`src/hdl/lcm_pkg.sv`:
```
// shared types and constants for the lidar cone median speed limiter
// no dependencies
`default_nettype none
package lcm_pkg;

  localparam logic [15:0] NO_OBSTACLE = 16'hFFFF;
  localparam int          RANGE_W     = 16;
  localparam int          SPEED_W     = 12;
  localparam int          PROD_W      = RANGE_W + SPEED_W;
  localparam int          ADDR_W      = 5;

  typedef enum logic [2:0] {
    REG_CONE_HALF_ANGLE = 3'd0,
    REG_MIN_VALID_RANGE = 3'd1,
    REG_ROBOT_RADIUS    = 3'd2,
    REG_SLOW_ZONE       = 3'd3,
    REG_TIER_SLOW       = 3'd4,
    REG_TIER_NORMAL     = 3'd5,
    REG_TIER_FAST       = 3'd6,
    REG_SPEED_LEVEL     = 3'd7
  } cfg_idx_t;

  typedef enum logic [1:0] {
    LEVEL_SLOW   = 2'd0,
    LEVEL_NORMAL = 2'd1,
    LEVEL_FAST   = 2'd2,
    LEVEL_SAT    = 2'd3
  } speed_level_t;

  typedef struct packed {
    logic [15:0]        cone_half_angle;
    logic [15:0]        min_valid_range_mm;
    logic [15:0]        robot_radius_mm;
    logic [15:0]        slow_zone_mm;
    logic [SPEED_W-1:0] speed_tier_slow;
    logic [SPEED_W-1:0] speed_tier_normal;
    logic [SPEED_W-1:0] speed_tier_fast;
    logic [1:0]         speed_level;
  } cfg_t;

endpackage
`default_nettype wire

```
`src/hdl/lcm_queue.sv`:
```
// two-entry queue of scan minima between front and back
// depends on lcm_pkg
`default_nettype none
module lcm_queue (
  input  wire logic                       clk,
  input  wire logic                       rst_n,
  input  wire logic                       wr_en,
  input  wire logic [lcm_pkg::RANGE_W-1:0] wr_data,
  output logic                            q_full,
  input  wire logic                       rd_en,
  output logic [lcm_pkg::RANGE_W-1:0]     rd_data,
  output logic                            q_empty
);
  import lcm_pkg::*;

  logic [RANGE_W-1:0] mem [2];
  logic       wr_ptr_r, wr_ptr_nxt;
  logic       rd_ptr_r, rd_ptr_nxt;
  logic [1:0] count_r, count_nxt;
  logic       do_wr, do_rd;

  assign q_full  = (count_r == 2'd2);
  assign q_empty = (count_r == 2'd0);
  assign rd_data = mem[rd_ptr_r];
  assign do_wr   = wr_en && !q_full;
  assign do_rd   = rd_en && !q_empty;

  always_comb begin
    wr_ptr_nxt = do_wr ? ~wr_ptr_r : wr_ptr_r;
    rd_ptr_nxt = do_rd ? ~rd_ptr_r : rd_ptr_r;
    count_nxt  = count_r;
    if (do_wr && !do_rd) begin
      count_nxt = count_r + 2'd1;
    end else if (do_rd && !do_wr) begin
      count_nxt = count_r - 2'd1;
    end
  end

  always_ff @(posedge clk) begin
    if (do_wr) begin
      mem[wr_ptr_r] <= wr_data;
    end
  end

  always_ff @(posedge clk) begin
    if (!rst_n) begin
      wr_ptr_r <= 1'b0;
      rd_ptr_r <= 1'b0;
      count_r  <= 2'd0;
    end else begin
      wr_ptr_r <= wr_ptr_nxt;
      rd_ptr_r <= rd_ptr_nxt;
      count_r  <= count_nxt;
    end
  end

endmodule
`default_nettype wire

```
`src/hdl/lcm_front.sv`:
```
// sample classifier: cone and validity check, running scan minimum
// depends on lcm_pkg; feeds lcm_queue
`default_nettype none
module lcm_front (
  input  wire logic                        clk,
  input  wire logic                        rst_n,
  input  wire lcm_pkg::cfg_t               cfg,
  input  wire logic                        accept,
  input  wire logic signed [15:0]          sample_angle,
  input  wire logic [lcm_pkg::RANGE_W-1:0] range_mm,
  input  wire logic                        range_invalid,
  input  wire logic                        end_of_scan,
  output logic                             q_push,
  output logic [lcm_pkg::RANGE_W-1:0]      q_data
);
  import lcm_pkg::*;

  logic [RANGE_W-1:0] min_r, min_nxt;
  logic [16:0]        mag;
  logic               counted;
  logic [RANGE_W-1:0] cand;

  always_comb begin
    mag = sample_angle[15] ? (17'(~sample_angle) + 17'd1) & 17'h1FFFF
                           : {1'b0, sample_angle};
    counted = (mag <= {1'b0, cfg.cone_half_angle}) && !range_invalid &&
              (range_mm > cfg.min_valid_range_mm);
    cand    = (counted && (range_mm < min_r)) ? range_mm : min_r;
    q_push  = accept && end_of_scan;
    q_data  = cand;
    min_nxt = min_r;
    if (accept) begin
      min_nxt = end_of_scan ? NO_OBSTACLE : cand;
    end
  end

  always_ff @(posedge clk) begin
    if (!rst_n) begin
      min_r <= NO_OBSTACLE;
    end else begin
      min_r <= min_nxt;
    end
  end

endmodule
`default_nettype wire

```
`src/hdl/lcm_back.sv`:
```
// scan history, median selection, speed rule with serial divider, result register
// depends on lcm_pkg; drains lcm_queue
`default_nettype none
module lcm_back #(
  parameter int HISTORY_DEPTH = 3
) (
  input  wire logic                        clk,
  input  wire logic                        rst_n,
  input  wire lcm_pkg::cfg_t               cfg,
  input  wire logic                        q_empty,
  input  wire logic [lcm_pkg::RANGE_W-1:0] q_data,
  output logic                             q_pop,
  input  wire logic                        pop,
  output logic                             empty,
  output logic [lcm_pkg::RANGE_W-1:0]      out_obstacle_mm,
  output logic                             out_path_clear,
  output logic [lcm_pkg::SPEED_W-1:0]      out_allowed_speed,
  output logic                             out_blocked
);
  import lcm_pkg::*;

  localparam int SW = (HISTORY_DEPTH > 1) ? $clog2(HISTORY_DEPTH) : 1;
  localparam int CW = $clog2(HISTORY_DEPTH + 1);

  typedef enum logic [2:0] {
    ST_IDLE,
    ST_SEL,
    ST_CALC,
    ST_DIV,
    ST_OUT
  } state_t;

  logic [RANGE_W-1:0] hist [HISTORY_DEPTH];
  logic               hist_we;

  state_t             state_r, state_nxt;
  logic [SW-1:0]      wslot_r, wslot_nxt;
  logic [CW-1:0]      count_r, count_nxt;
  logic [SW-1:0]      sel_r, sel_nxt;
  logic [RANGE_W-1:0] med_r, med_nxt;
  logic [RANGE_W-1:0] rem_r, rem_nxt;
  logic [SPEED_W-1:0] quo_r, quo_nxt;
  logic [3:0]         step_r, step_nxt;
  logic [SPEED_W-1:0] spd_r, spd_nxt;
  logic               blk_r, blk_nxt;
  logic               out_valid_r, out_valid_nxt;
  logic [RANGE_W-1:0] out_obs_r, out_obs_nxt;
  logic [SPEED_W-1:0] out_spd_r, out_spd_nxt;
  logic               out_blk_r, out_blk_nxt;

  logic [RANGE_W-1:0] cand;
  logic [CW-1:0]      lt_cnt, le_cnt, mid;
  logic [SPEED_W-1:0] tier;
  logic [RANGE_W-1:0] gap;
  logic [PROD_W-1:0]  prod;
  logic [RANGE_W:0]   trial;
  logic               ge;

  assign empty             = !out_valid_r;
  assign out_obstacle_mm   = out_obs_r;
  assign out_path_clear    = (out_obs_r == NO_OBSTACLE);
  assign out_allowed_speed = out_spd_r;
  assign out_blocked       = out_blk_r;

  // rank of the candidate entry among the filled entries
  always_comb begin
    cand   = hist[sel_r];
    lt_cnt = '0;
    le_cnt = '0;
    for (int j = 0; j < HISTORY_DEPTH; j++) begin
      if (CW'(j) < count_r) begin
        if (hist[j] < cand) begin
          lt_cnt = lt_cnt + CW'(1);
        end
        if (hist[j] <= cand) begin
          le_cnt = le_cnt + CW'(1);
        end
      end
    end
    mid = count_r >> 1;
  end

  always_comb begin
    case (speed_level_t'(cfg.speed_level))
      LEVEL_SLOW:   tier = cfg.speed_tier_slow;
      LEVEL_NORMAL: tier = cfg.speed_tier_normal;
      default:      tier = cfg.speed_tier_fast;
    endcase
    gap   = med_r - cfg.robot_radius_mm;
    prod  = PROD_W'(tier) * PROD_W'(gap);
    trial = {rem_r, quo_r[SPEED_W-1]};
    ge    = (trial >= {1'b0, cfg.slow_zone_mm});
  end

  always_comb begin
    state_nxt     = state_r;
    wslot_nxt     = wslot_r;
    count_nxt     = count_r;
    sel_nxt       = sel_r;
    med_nxt       = med_r;
    rem_nxt       = rem_r;
    quo_nxt       = quo_r;
    step_nxt      = step_r;
    spd_nxt       = spd_r;
    blk_nxt       = blk_r;
    out_valid_nxt = out_valid_r && !pop;
    out_obs_nxt   = out_obs_r;
    out_spd_nxt   = out_spd_r;
    out_blk_nxt   = out_blk_r;
    q_pop         = 1'b0;
    hist_we       = 1'b0;
    case (state_r)
      ST_IDLE: begin
        if (!q_empty) begin
          q_pop     = 1'b1;
          hist_we   = 1'b1;
          wslot_nxt = (wslot_r == SW'(HISTORY_DEPTH - 1)) ? '0 : wslot_r + SW'(1);
          if (count_r < CW'(HISTORY_DEPTH)) begin
            count_nxt = count_r + CW'(1);
          end
          sel_nxt   = '0;
          state_nxt = ST_SEL;
        end
      end
      ST_SEL: begin
        if ((lt_cnt <= mid) && (mid < le_cnt)) begin
          med_nxt   = cand;
          state_nxt = ST_CALC;
        end else begin
          sel_nxt = sel_r + SW'(1);
        end
      end
      ST_CALC: begin
        blk_nxt   = 1'b0;
        spd_nxt   = tier;
        state_nxt = ST_OUT;
        if (med_r == NO_OBSTACLE) begin
          spd_nxt = tier;
        end else if (med_r <= cfg.robot_radius_mm) begin
          spd_nxt = '0;
          blk_nxt = 1'b1;
        end else if ((gap >= cfg.slow_zone_mm) || (cfg.slow_zone_mm == '0)) begin
          spd_nxt = tier;
        end else begin
          rem_nxt   = prod[PROD_W-1:SPEED_W];
          quo_nxt   = prod[SPEED_W-1:0];
          step_nxt  = '0;
          state_nxt = ST_DIV;
        end
      end
      ST_DIV: begin
        rem_nxt  = ge ? RANGE_W'(trial - {1'b0, cfg.slow_zone_mm}) : trial[RANGE_W-1:0];
        quo_nxt  = {quo_r[SPEED_W-2:0], ge};
        step_nxt = step_r + 4'd1;
        if (step_r == 4'(SPEED_W - 1)) begin
          spd_nxt   = {quo_r[SPEED_W-2:0], ge};
          state_nxt = ST_OUT;
        end
      end
      ST_OUT: begin
        if (!out_valid_r || pop) begin
          out_valid_nxt = 1'b1;
          out_obs_nxt   = med_r;
          out_spd_nxt   = spd_r;
          out_blk_nxt   = blk_r;
          state_nxt     = ST_IDLE;
        end
      end
      default: state_nxt = ST_IDLE;
    endcase
  end

  always_ff @(posedge clk) begin
    if (hist_we) begin
      hist[wslot_r] <= q_data;
    end
  end

  always_ff @(posedge clk) begin
    if (!rst_n) begin
      state_r     <= ST_IDLE;
      wslot_r     <= '0;
      count_r     <= '0;
      out_valid_r <= 1'b0;
    end else begin
      state_r     <= state_nxt;
      wslot_r     <= wslot_nxt;
      count_r     <= count_nxt;
      out_valid_r <= out_valid_nxt;
    end
    sel_r     <= sel_nxt;
    med_r     <= med_nxt;
    rem_r     <= rem_nxt;
    quo_r     <= quo_nxt;
    step_r    <= step_nxt;
    spd_r     <= spd_nxt;
    blk_r     <= blk_nxt;
    out_obs_r <= out_obs_nxt;
    out_spd_r <= out_spd_nxt;
    out_blk_r <= out_blk_nxt;
  end

endmodule
`default_nettype wire

```
`src/hdl/lidar_cone_median_speed_limit_top.sv`:
```
// lidar front-cone obstacle filter and speed limiter, top level with config registers
// samples: one item per cycle while full is low; an end-of-scan item's minimum passes through
// the queue, the rank search and, when the speed rule needs it, the 12-step divider into the result register
// back end handles one scan at a time; two queued minima, then push stalls
// reset (rst_n low, synchronous) restores register defaults, clears the scan minimum,
// history count and queues; history contents are not cleared
`default_nettype none
module lidar_cone_median_speed_limit_top #(
  parameter int HISTORY_DEPTH = 3
) (
  input  wire logic                        clk,
  input  wire logic                        rst_n,
  input  wire logic                        psel,
  input  wire logic                        penable,
  input  wire logic                        pwrite,
  input  wire logic [lcm_pkg::ADDR_W-1:0]  paddr,
  input  wire logic [31:0]                 pwdata,
  output logic [31:0]                      prdata,
  output logic                             pready,
  input  wire logic                        push,
  output logic                             full,
  input  wire logic signed [15:0]          in_sample_angle,
  input  wire logic [15:0]                 in_range_mm,
  input  wire logic                        in_range_invalid,
  input  wire logic                        in_end_of_scan,
  input  wire logic                        pop,
  output logic                             empty,
  output logic [15:0]                      out_obstacle_mm,
  output logic                             out_path_clear,
  output logic [11:0]                      out_allowed_speed,
  output logic                             out_blocked
);
  import lcm_pkg::*;

  cfg_t               cfg_r, cfg_nxt;
  logic               cfg_wr;
  cfg_idx_t           cfg_idx;
  logic               accept;
  logic               q_push, q_full, q_pop, q_empty;
  logic [RANGE_W-1:0] q_wdata, q_rdata;

  assign pready  = 1'b1;
  assign cfg_idx = cfg_idx_t'(paddr[4:2]);
  assign cfg_wr  = psel && penable && pwrite && pready;
  assign full    = q_full;
  assign accept  = push && !q_full;

  always_comb begin
    cfg_nxt = cfg_r;
    if (cfg_wr) begin
      case (cfg_idx)
        REG_CONE_HALF_ANGLE: cfg_nxt.cone_half_angle    = pwdata[15:0];
        REG_MIN_VALID_RANGE: cfg_nxt.min_valid_range_mm = pwdata[15:0];
        REG_ROBOT_RADIUS:    cfg_nxt.robot_radius_mm    = pwdata[15:0];
        REG_SLOW_ZONE:       cfg_nxt.slow_zone_mm       = pwdata[15:0];
        REG_TIER_SLOW:       cfg_nxt.speed_tier_slow    = pwdata[SPEED_W-1:0];
        REG_TIER_NORMAL:     cfg_nxt.speed_tier_normal  = pwdata[SPEED_W-1:0];
        REG_TIER_FAST:       cfg_nxt.speed_tier_fast    = pwdata[SPEED_W-1:0];
        REG_SPEED_LEVEL:     cfg_nxt.speed_level        = pwdata[1:0];
        default:             cfg_nxt = cfg_r;
      endcase
    end
  end

  always_comb begin
    case (cfg_idx)
      REG_CONE_HALF_ANGLE: prdata = {16'd0, cfg_r.cone_half_angle};
      REG_MIN_VALID_RANGE: prdata = {16'd0, cfg_r.min_valid_range_mm};
      REG_ROBOT_RADIUS:    prdata = {16'd0, cfg_r.robot_radius_mm};
      REG_SLOW_ZONE:       prdata = {16'd0, cfg_r.slow_zone_mm};
      REG_TIER_SLOW:       prdata = {20'd0, cfg_r.speed_tier_slow};
      REG_TIER_NORMAL:     prdata = {20'd0, cfg_r.speed_tier_normal};
      REG_TIER_FAST:       prdata = {20'd0, cfg_r.speed_tier_fast};
      REG_SPEED_LEVEL:     prdata = {30'd0, cfg_r.speed_level};
      default:             prdata = '0;
    endcase
  end

  always_ff @(posedge clk) begin
    if (!rst_n) begin
      cfg_r.cone_half_angle    <= 16'd10923;
      cfg_r.min_valid_range_mm <= 16'd10;
      cfg_r.robot_radius_mm    <= 16'd105;
      cfg_r.slow_zone_mm       <= 16'd500;
      cfg_r.speed_tier_slow    <= 12'd100;
      cfg_r.speed_tier_normal  <= 12'd220;
      cfg_r.speed_tier_fast    <= 12'd500;
      cfg_r.speed_level        <= LEVEL_NORMAL;
    end else begin
      cfg_r <= cfg_nxt;
    end
  end

  lcm_front u_front (
    .clk           (clk),
    .rst_n         (rst_n),
    .cfg           (cfg_r),
    .accept        (accept),
    .sample_angle  (in_sample_angle),
    .range_mm      (in_range_mm),
    .range_invalid (in_range_invalid),
    .end_of_scan   (in_end_of_scan),
    .q_push        (q_push),
    .q_data        (q_wdata)
  );

  lcm_queue u_queue (
    .clk     (clk),
    .rst_n   (rst_n),
    .wr_en   (q_push),
    .wr_data (q_wdata),
    .q_full  (q_full),
    .rd_en   (q_pop),
    .rd_data (q_rdata),
    .q_empty (q_empty)
  );

  lcm_back #(
    .HISTORY_DEPTH (HISTORY_DEPTH)
  ) u_back (
    .clk               (clk),
    .rst_n             (rst_n),
    .cfg               (cfg_r),
    .q_empty           (q_empty),
    .q_data            (q_rdata),
    .q_pop             (q_pop),
    .pop               (pop),
    .empty             (empty),
    .out_obstacle_mm   (out_obstacle_mm),
    .out_path_clear    (out_path_clear),
    .out_allowed_speed (out_allowed_speed),
    .out_blocked       (out_blocked)
  );

  a_no_push_when_full: assert property (@(posedge clk) disable iff (!rst_n)
    q_full |-> !q_push)
    else $error("scan minimum pushed into full queue");

  a_blocked_zero_speed: assert property (@(posedge clk) disable iff (!rst_n)
    (!empty && out_blocked) |-> (out_allowed_speed == '0) && !out_path_clear)
    else $error("blocked item with nonzero speed or clear path");

  a_pop_needs_item: assert property (@(posedge clk) disable iff (!rst_n)
    q_pop |-> !q_empty)
    else $error("back end drained an empty queue");

endmodule
`default_nettype wire

```
`config.mk`:
```
export PLATFORM = sky130hd
export DESIGN_NAME = lidar_cone_median_speed_limit_top
export DESIGN_NICKNAME = d
export VERILOG_FILES = /design/src/hdl/lcm_pkg.sv /design/src/hdl/lcm_queue.sv /design/src/hdl/lcm_front.sv /design/src/hdl/lcm_back.sv /design/src/hdl/lidar_cone_median_speed_limit_top.sv
export SDC_FILE = /design/constraint.sdc
export NUM_CORES = 1
export LEC_CHECK = 0
export BUFFER_PORTS_ARGS = -buffer_cell sky130_fd_sc_hd__buf_2
export CAP_MARGIN = 30
export CORE_UTILIZATION = 30
export CTS_BUF_LIST = sky130_fd_sc_hd__clkbuf_2 sky130_fd_sc_hd__clkbuf_4 sky130_fd_sc_hd__clkbuf_8
export CTS_CLUSTER_DIAMETER = 30
export DETAILED_ROUTE_END_ITERATION = 7
export HOLD_SLACK_MARGIN = 0.15
export SETUP_SLACK_MARGIN = 0.02
export SLEW_MARGIN = 20
export SYNTH_ARGS = -nofsm -noshare
export SYNTH_HDL_FRONTEND = slang
export SYNTH_SLANG_ARGS = --single-unit
```
`constraint.sdc`:
```
create_clock -name clk -period 8.6 [get_ports clk]
set_input_delay 0.86 -clock clk [delete_from_list [all_inputs] [get_ports clk]]
set_output_delay 0.86 -clock clk [all_outputs]
set_load 0.02 [all_outputs]
```
==> results.yml, run 1 <==
status:
  outcome: "finished, final reports clean"
clocking:
  clk_path_buf_depth: 3
  cts.sinks: 321
  h-tree-depth: 3
  root_buffer: "clkbuf_8"
  cts.hold.buffers_added: 0
  clk_pin_slew_worst_paths_ps: 60
  cts_tree: "done"
  worstSkewPairLatency_ps: 660
  numCtsBuffers: 71
  post_cts_buffers: 0
placement:
  gp_routability_congestion: 0.8614
  place_hpwl_um: 51110
  placed_cells: 3608
  port_buffers: 107
  pre_cts_slack_ps: 332.3
power:
  power_density_nw_per_um2: 454.3
  combPwrFrac_pct: 66.7
  power_frac_seq_pct: 17.9
  switching_share_pct: 46.07
  clkPwrFrac_pct: 15.3
  switching_power_mw: 5.716
  p_int_mw: 6.692
  p_total_mw: 12.41
  irDropWorstVdd_v: 0.0007558
  p_leak_nw: 11.63
sta:
  fin_skew_ps: 43.81
  rsz0062_at_grt: "no"
  tightest_slew_ps: 976.0
  drv_slew: 0
  fin_crit_ps: 7968
  maxSlewHeadroom_pct: 34.24
  setup_viol: 0
  setup_slack_ps: 631.8
  hold_viol: 0
  finalSetupTns_ps: 0
  finalCritPeriodShare_pct: 92.65
  max_freq_mhz: 125.5
grt:
  grt_overflow: 0
  grt_pass1_wl_um: 104000
  grt_usage_pct: 16.57
  antenna_found_initial: 2
  grt_start_max_net_pins: 79
  grt_pass1_vias: 18520
worst_setup_path:
  crit_family: "adder cells"
  worstPathRequired_ps: 9130
  reg2reg_to: "u_back.rem_r[14]"
  rr_startpoint: "u_back.med_r[0]"
  slowest_delay_ps: 550
  crit_arrival_ps: 8500
  start_kind: "flop"
  critPathCaptureType: "flop"
  cp_slowest_cell: "fa_1"
  crit_path_frequent_cell: "fa_1"
  cp_max_fo: 8
  reg2regPathDepth: 31
  path_class: "flop to flop"
  crit_buf_inv: 6
  r2r_slack_ps: 630
  path_depth: 31
route:
  first_pass_iters: 5
  routed_wl_um: 66560
  drc: 0
  vias: 18460
  drtIter0Drc: 1388
  viasPerCell: 4.938
  antenna_left: 0
  wl_per_cell_um: 17.80
worst_hold_path:
  hp-class: "flop to flop"
  hold_start: "u_back.spd_r[4]"
  whs_endpoint: "u_back.out_allowed_speed[4]"
  hold_path_depth: 0
yosys:
  syn_inst: 2498
  synth_ff_type: "edfxtp_1"
  avgSynthCellArea_um2: 9.545
  synth_seq_cells: 321
  synthesis.area_um2: 23840
  postSynth.asyncResetShare_pct: 0
  synth_cell_types: 72
  ys_seq_area_share_pct: 34.84
  synth_edf_count: 188
  yosys_warnings: 0
layout:
  layout-drive-gt1-share_pct: 13.36
  area_growth_pct: 14.56
  final_cell_mix: "nand2_1 (374), inv_1 (291), ha_1 (217), edfxtp_1 (188), nor2_1 (162)"
  num-nets-final: 3068
  final_common_cell: "nand2_1"
  utilization_pct: 34.63
  final_cells: 3739
floorplanning:
  core_area_um2: 78870
  io_pins: 143
  die_w_um: 283.9
  die_area_um2: 80610
  fp.dieH_um: 283.9
  initial_core_util_pct: 30.23
  rows: 103
flow_run:
  drv_cap: 0
==> metrics by stage <==
stage / area, µm² / hold slack, ps
floorplan: 23900 / 400.3
global placement: 25630 / 402.7
detailed placement: 25690 / 411.5
CTS: 27300 / 426.3
global route: 27310 / 437.2
finish: 27310 / 422.1
==> power by group through the flow <==
stage / clock network [mW] / registers [mW] / logic (mW)
after floorplan: 0 / 2.21 / 6.09
after global placement: 0 / 2.25 / 8.20
after detailed placement: 0 / 2.26 / 8.24
after CTS: 1.94 / 2.23 / 8.29
after global routing: 2.01 / 2.24 / 9.45
final: 1.90 / 2.22 / 8.28
==> cell type report <==
class | instances | area [µm²]
Fill cell | 8117 | 51560
Multi-Input combinational cell | 1780 | 14010
Sequential cell | 321 | 8308
Tap cell | 1050 | 1314
Clock buffer | 91 | 1184
Inverter | 301 | 1130
Timing Repair Buffer | 156 | 933.4
Clock inverter | 38 | 427.9
Antenna cell | 2 | 5.005
==> registers in the layout, summed over array words and instances (netlist names), named ones only <==
signal	count
u_back.spd_r	12
u_queue.rd_ptr_r	1
u_back.count_r	2
u_queue.count_r	2
u_back.quo_r	12
u_back.hist	64
u_queue.wr_ptr_r	1
u_back.blk_r	1
u_back.out_blocked	1
u_back.step_r	4
u_back.out_allowed_speed	12
u_back.rem_r	16
u_back.sel_r	2
u_back.out_valid_r	1
u_back.wslot_r	2
u_back.state_r	3
u_back.med_r	16
u_front.min_r	16
cfg_r	102
u_queue.mem	32
u_back.out_obstacle_mm	16
==> per-layer routing <==
metal	track usage, %	share of wire (%)
met2	27.36	47
met5	0	0
met3	2.749	5.5
met1	21.72	44
met4	6.041	3.3
==> cells in the mapped netlist, types with 10 or more instances <==
master,count,share of area [%]
and3_1,10,0.26
nand2_1,374,5.9
buf_4,18,0.57
o211ai_1,28,0.88
a31oi_1,13,0.34
nand3_1,37,0.78
a211oi_1,14,0.44
a21o_1,35,1.1
mux2_2,31,1.5
and2_1,12,0.31
nor2_1,163,2.6
inv_1,291,4.6
clkinv_1,10,0.16
edfxtp_1,188,24
ha_1,217,11
nor4_1,15,0.39
xnor2_1,44,1.6
fa_1,142,12
o21ai_0,98,2.1
a21boi_0,72,2.3
xor2_1,25,0.92
mux4_2,24,2.3
nand4_1,34,0.89
nand2b_1,27,0.71
clkbuf_1,77,1.2
a21oi_1,123,2.6
nor3_1,38,0.80
dfxtp_1,133,11
mux2i_1,24,1.0
o21a_1,30,0.94
nor2b_1,35,0.92
==> what timing repair did <==
action | in CTS | in global routing
endpoints found under the setup margin | 0 | 3
endpoints found under the hold margin | 0 | 0
gates resized for setup | 0 | 2
==> worst register-to-register path: cells and delay by family (launching register included) <==
family | cells | cell delay [ps]
adder cells (fa/ha/maj) | 8 | 3460
flip-flops | 1 | 410
XOR/XNOR | 1 | 290
buffers and inverters | 6 | 470
AND/OR/NAND/NOR | 3 | 550
AO/OA/AOI/OAI | 13 | 2670
==> worst max-delay path by stage <==
stage,startpoint,end,slack [ps]
2_1_floorplan,u_back.med_r[0],u_back.rem_r[14],1100
3_3_place_gp,u_back.med_r[0],u_back.rem_r[14],360
3_5_place_dp,u_back.med_r[0],u_back.rem_r[14],330
4_1_cts,u_back.med_r[0],u_back.rem_r[14],320
5_1_grt,u_back.med_r[0],u_back.rem_r[15],20
6_report,u_back.med_r[0],u_back.rem_r[14],630
==> logic make-up (layout without fill, tap and decap cells) <==
kind of cell	after synthesis	in the layout	share of synthesized area, %
buffers and inverters	412	586	6.848
AOI/OAI and AO/OA	487	487	13.41
muxes	79	79	4.739
and+or+nand+nor	769	769	14.28
xor gates and xnor gates	69	69	2.535
adders and majority gates	359	359	23.31
DFF	321	321	34.84
other	2	19	0.03150
Power figures use the tool's default switching activity.
==> inputs of run 2 (changes only) <==
Settings changed: PLACE_DENSITY from default to 0.51.
==> run 2 against run 1 <==
  * Sequential share of layout area decreased by 0.37 points
  * Critical path type unchanged
  * Fmax shrank 0.59%
  * Clock power increased by 12%
  * Total power increased by 4.1%
  * Critical endpoint unchanged
==> results.yml, run 2 (synthesized netlist as in run 1, its figures left out) <==
placement:
  place_hpwl_um: 54770
  port_buffers: 107
  pre_cts_slack_ps: 235.5
  placed_cell_area_um2: 25770
  gp_routability_congestion: 0.8762
  placed_cells: 3616
worst_setup_path:
  cp_slowest_cell: "fa_1"
  critPathCaptureType: "flop"
  worstPathRequired_ps: 9090
  crit_buf_inv: 6
  crit_path_frequent_cell: "fa_1"
  start_kind: "flop"
  crit_arrival_ps: 8500
  path_class: "flop to flop"
  slowest_delay_ps: 540
  cp_max_fo: 6
  crit_family: "adder cells"
clocking:
  cts_tree: "done"
  cts.sinks: 321
  post_cts_buffers: 0
  worstSkewPairLatency_ps: 680
  h-tree-depth: 3
  clk_pin_slew_worst_paths_ps: 60
  clk_path_buf_depth: 3
  numCtsBuffers: 77
  root_buffer: "clkbuf_8"
floorplanning:
  core_area_um2: 78870
  die_area_um2: 80610
  fp.dieH_um: 283.9
  io_pins: 143
  rows: 103
  initial_core_util_pct: 30.23
  die_w_um: 283.9
sta:
  tightest_slew_ps: 966.8
  hold_ws_ps: 415.7
  setup_viol: 0
  setup_slack_ps: 584.6
  finalCritPeriodShare_pct: 93.20
  fin_skew_ps: 71.30
  max_freq_mhz: 124.8
  rsz0062_at_grt: "no"
  fin_crit_ps: 8015
  hold_viol: 0
  finalSetupTns_ps: 0
  maxSlewHeadroom_pct: 35.08
  drv_slew: 0
grt:
  grt_start_max_net_pins: 82
  grt_pass1_wl_um: 110000
  grt_pass1_vias: 19410
  grt_usage_pct: 17.60
  antenna_found_initial: 0
  grt_overflow: 0
layout:
  final_common_cell: "nand2_1"
  final_cells: 3759
  utilization_pct: 35.06
  final_area_um2: 27650
  area_growth_pct: 15.97
  antenna_cells: 0
  num-nets-final: 3084
  top_regs: "cfg_r (102), u_back.hist (64), u_queue.mem (32)"
  layout-drive-gt1-share_pct: 14.40
  final_cell_mix: "nand2_1 (374), inv_1 (290), ha_1 (217), edfxtp_1 (188), nor2_1 (161)"
  largest_reg_flops: 102
  largest-register: "cfg_r"
route:
  wl_met2_um: 34320
  viasPerCell: 5.001
  vias: 18800
  first_pass_iters: 5
  wl_met3_um: 4006
  antenna_left: 0
  wirelength_met1_um: 30550
  wl_per_cell_um: 18.94
  top_layer: "met4"
  drc: 0
  routed_wl_um: 71180
  drtIter0Drc: 1437
power:
  combPwrFrac_pct: 66.3
  p_int_mw: 6.911
  power_density_nw_per_um2: 467.2
  power_frac_seq_pct: 17.2
  p_leak_nw: 11.81
  irDropWorstVdd_v: 0.0006774
  clkPwrFrac_pct: 16.5
  p_total_mw: 12.92
  switching_power_mw: 6.006
  switching_share_pct: 46.50
worst_hold_path:
  hp-class: "flop to flop"
status:
  outcome: "finished, final reports clean"
flow_run:
  drv_cap: 0
==> run 2: power groups by stage <==
stage	Sequential (mW)	Clock [mW]	Combinational [mW]
floorplan	2.21	0	6.09
global placement	2.25	0	8.43
detailed placement	2.25	0	8.52
CTS	2.22	2.17	8.57
global route	2.24	2.23	9.76
finish	2.22	2.13	8.57
==> run 2: timing repair <==
action | in CTS | in global routing
hold buffers | 0 | 0
hold endpoints to repair | 0 | 0
resized for setup | 0 | 8
endpoints found under the setup margin | 0 | 7
==> run 2: path summary, 6_finish.rpt <==
path              cells past startpoint            start                          end  slack (ps)
setup / recovery                     31  u_back.med_r[0]             u_back.rem_r[14]         580
setup reg to reg                     31  u_back.med_r[0]             u_back.rem_r[14]         580
hold reg to reg                       0  u_back.spd_r[9]  u_back.out_allowed_speed[9]         420
hold / removal                        0  u_back.spd_r[9]  u_back.out_allowed_speed[9]         420
==> run 2: final cells by class <==
cell class,count,area [µm²]
inverters,301,1130
flip-flops and latches,321,8308
repair buffers,166,1022
fillers,8083,51220
multi-input cells,1780,14040
clock buffers,99,1275
clock inverters,42,558.0
well taps,1050,1314
==> run 2: layer usage <==
metal  GRT usage, %  up-vias
li1               -     8859
met1          22.37     9221
met2          29.76      581
met3          2.854      137
met4          6.838        0
met5              0        -
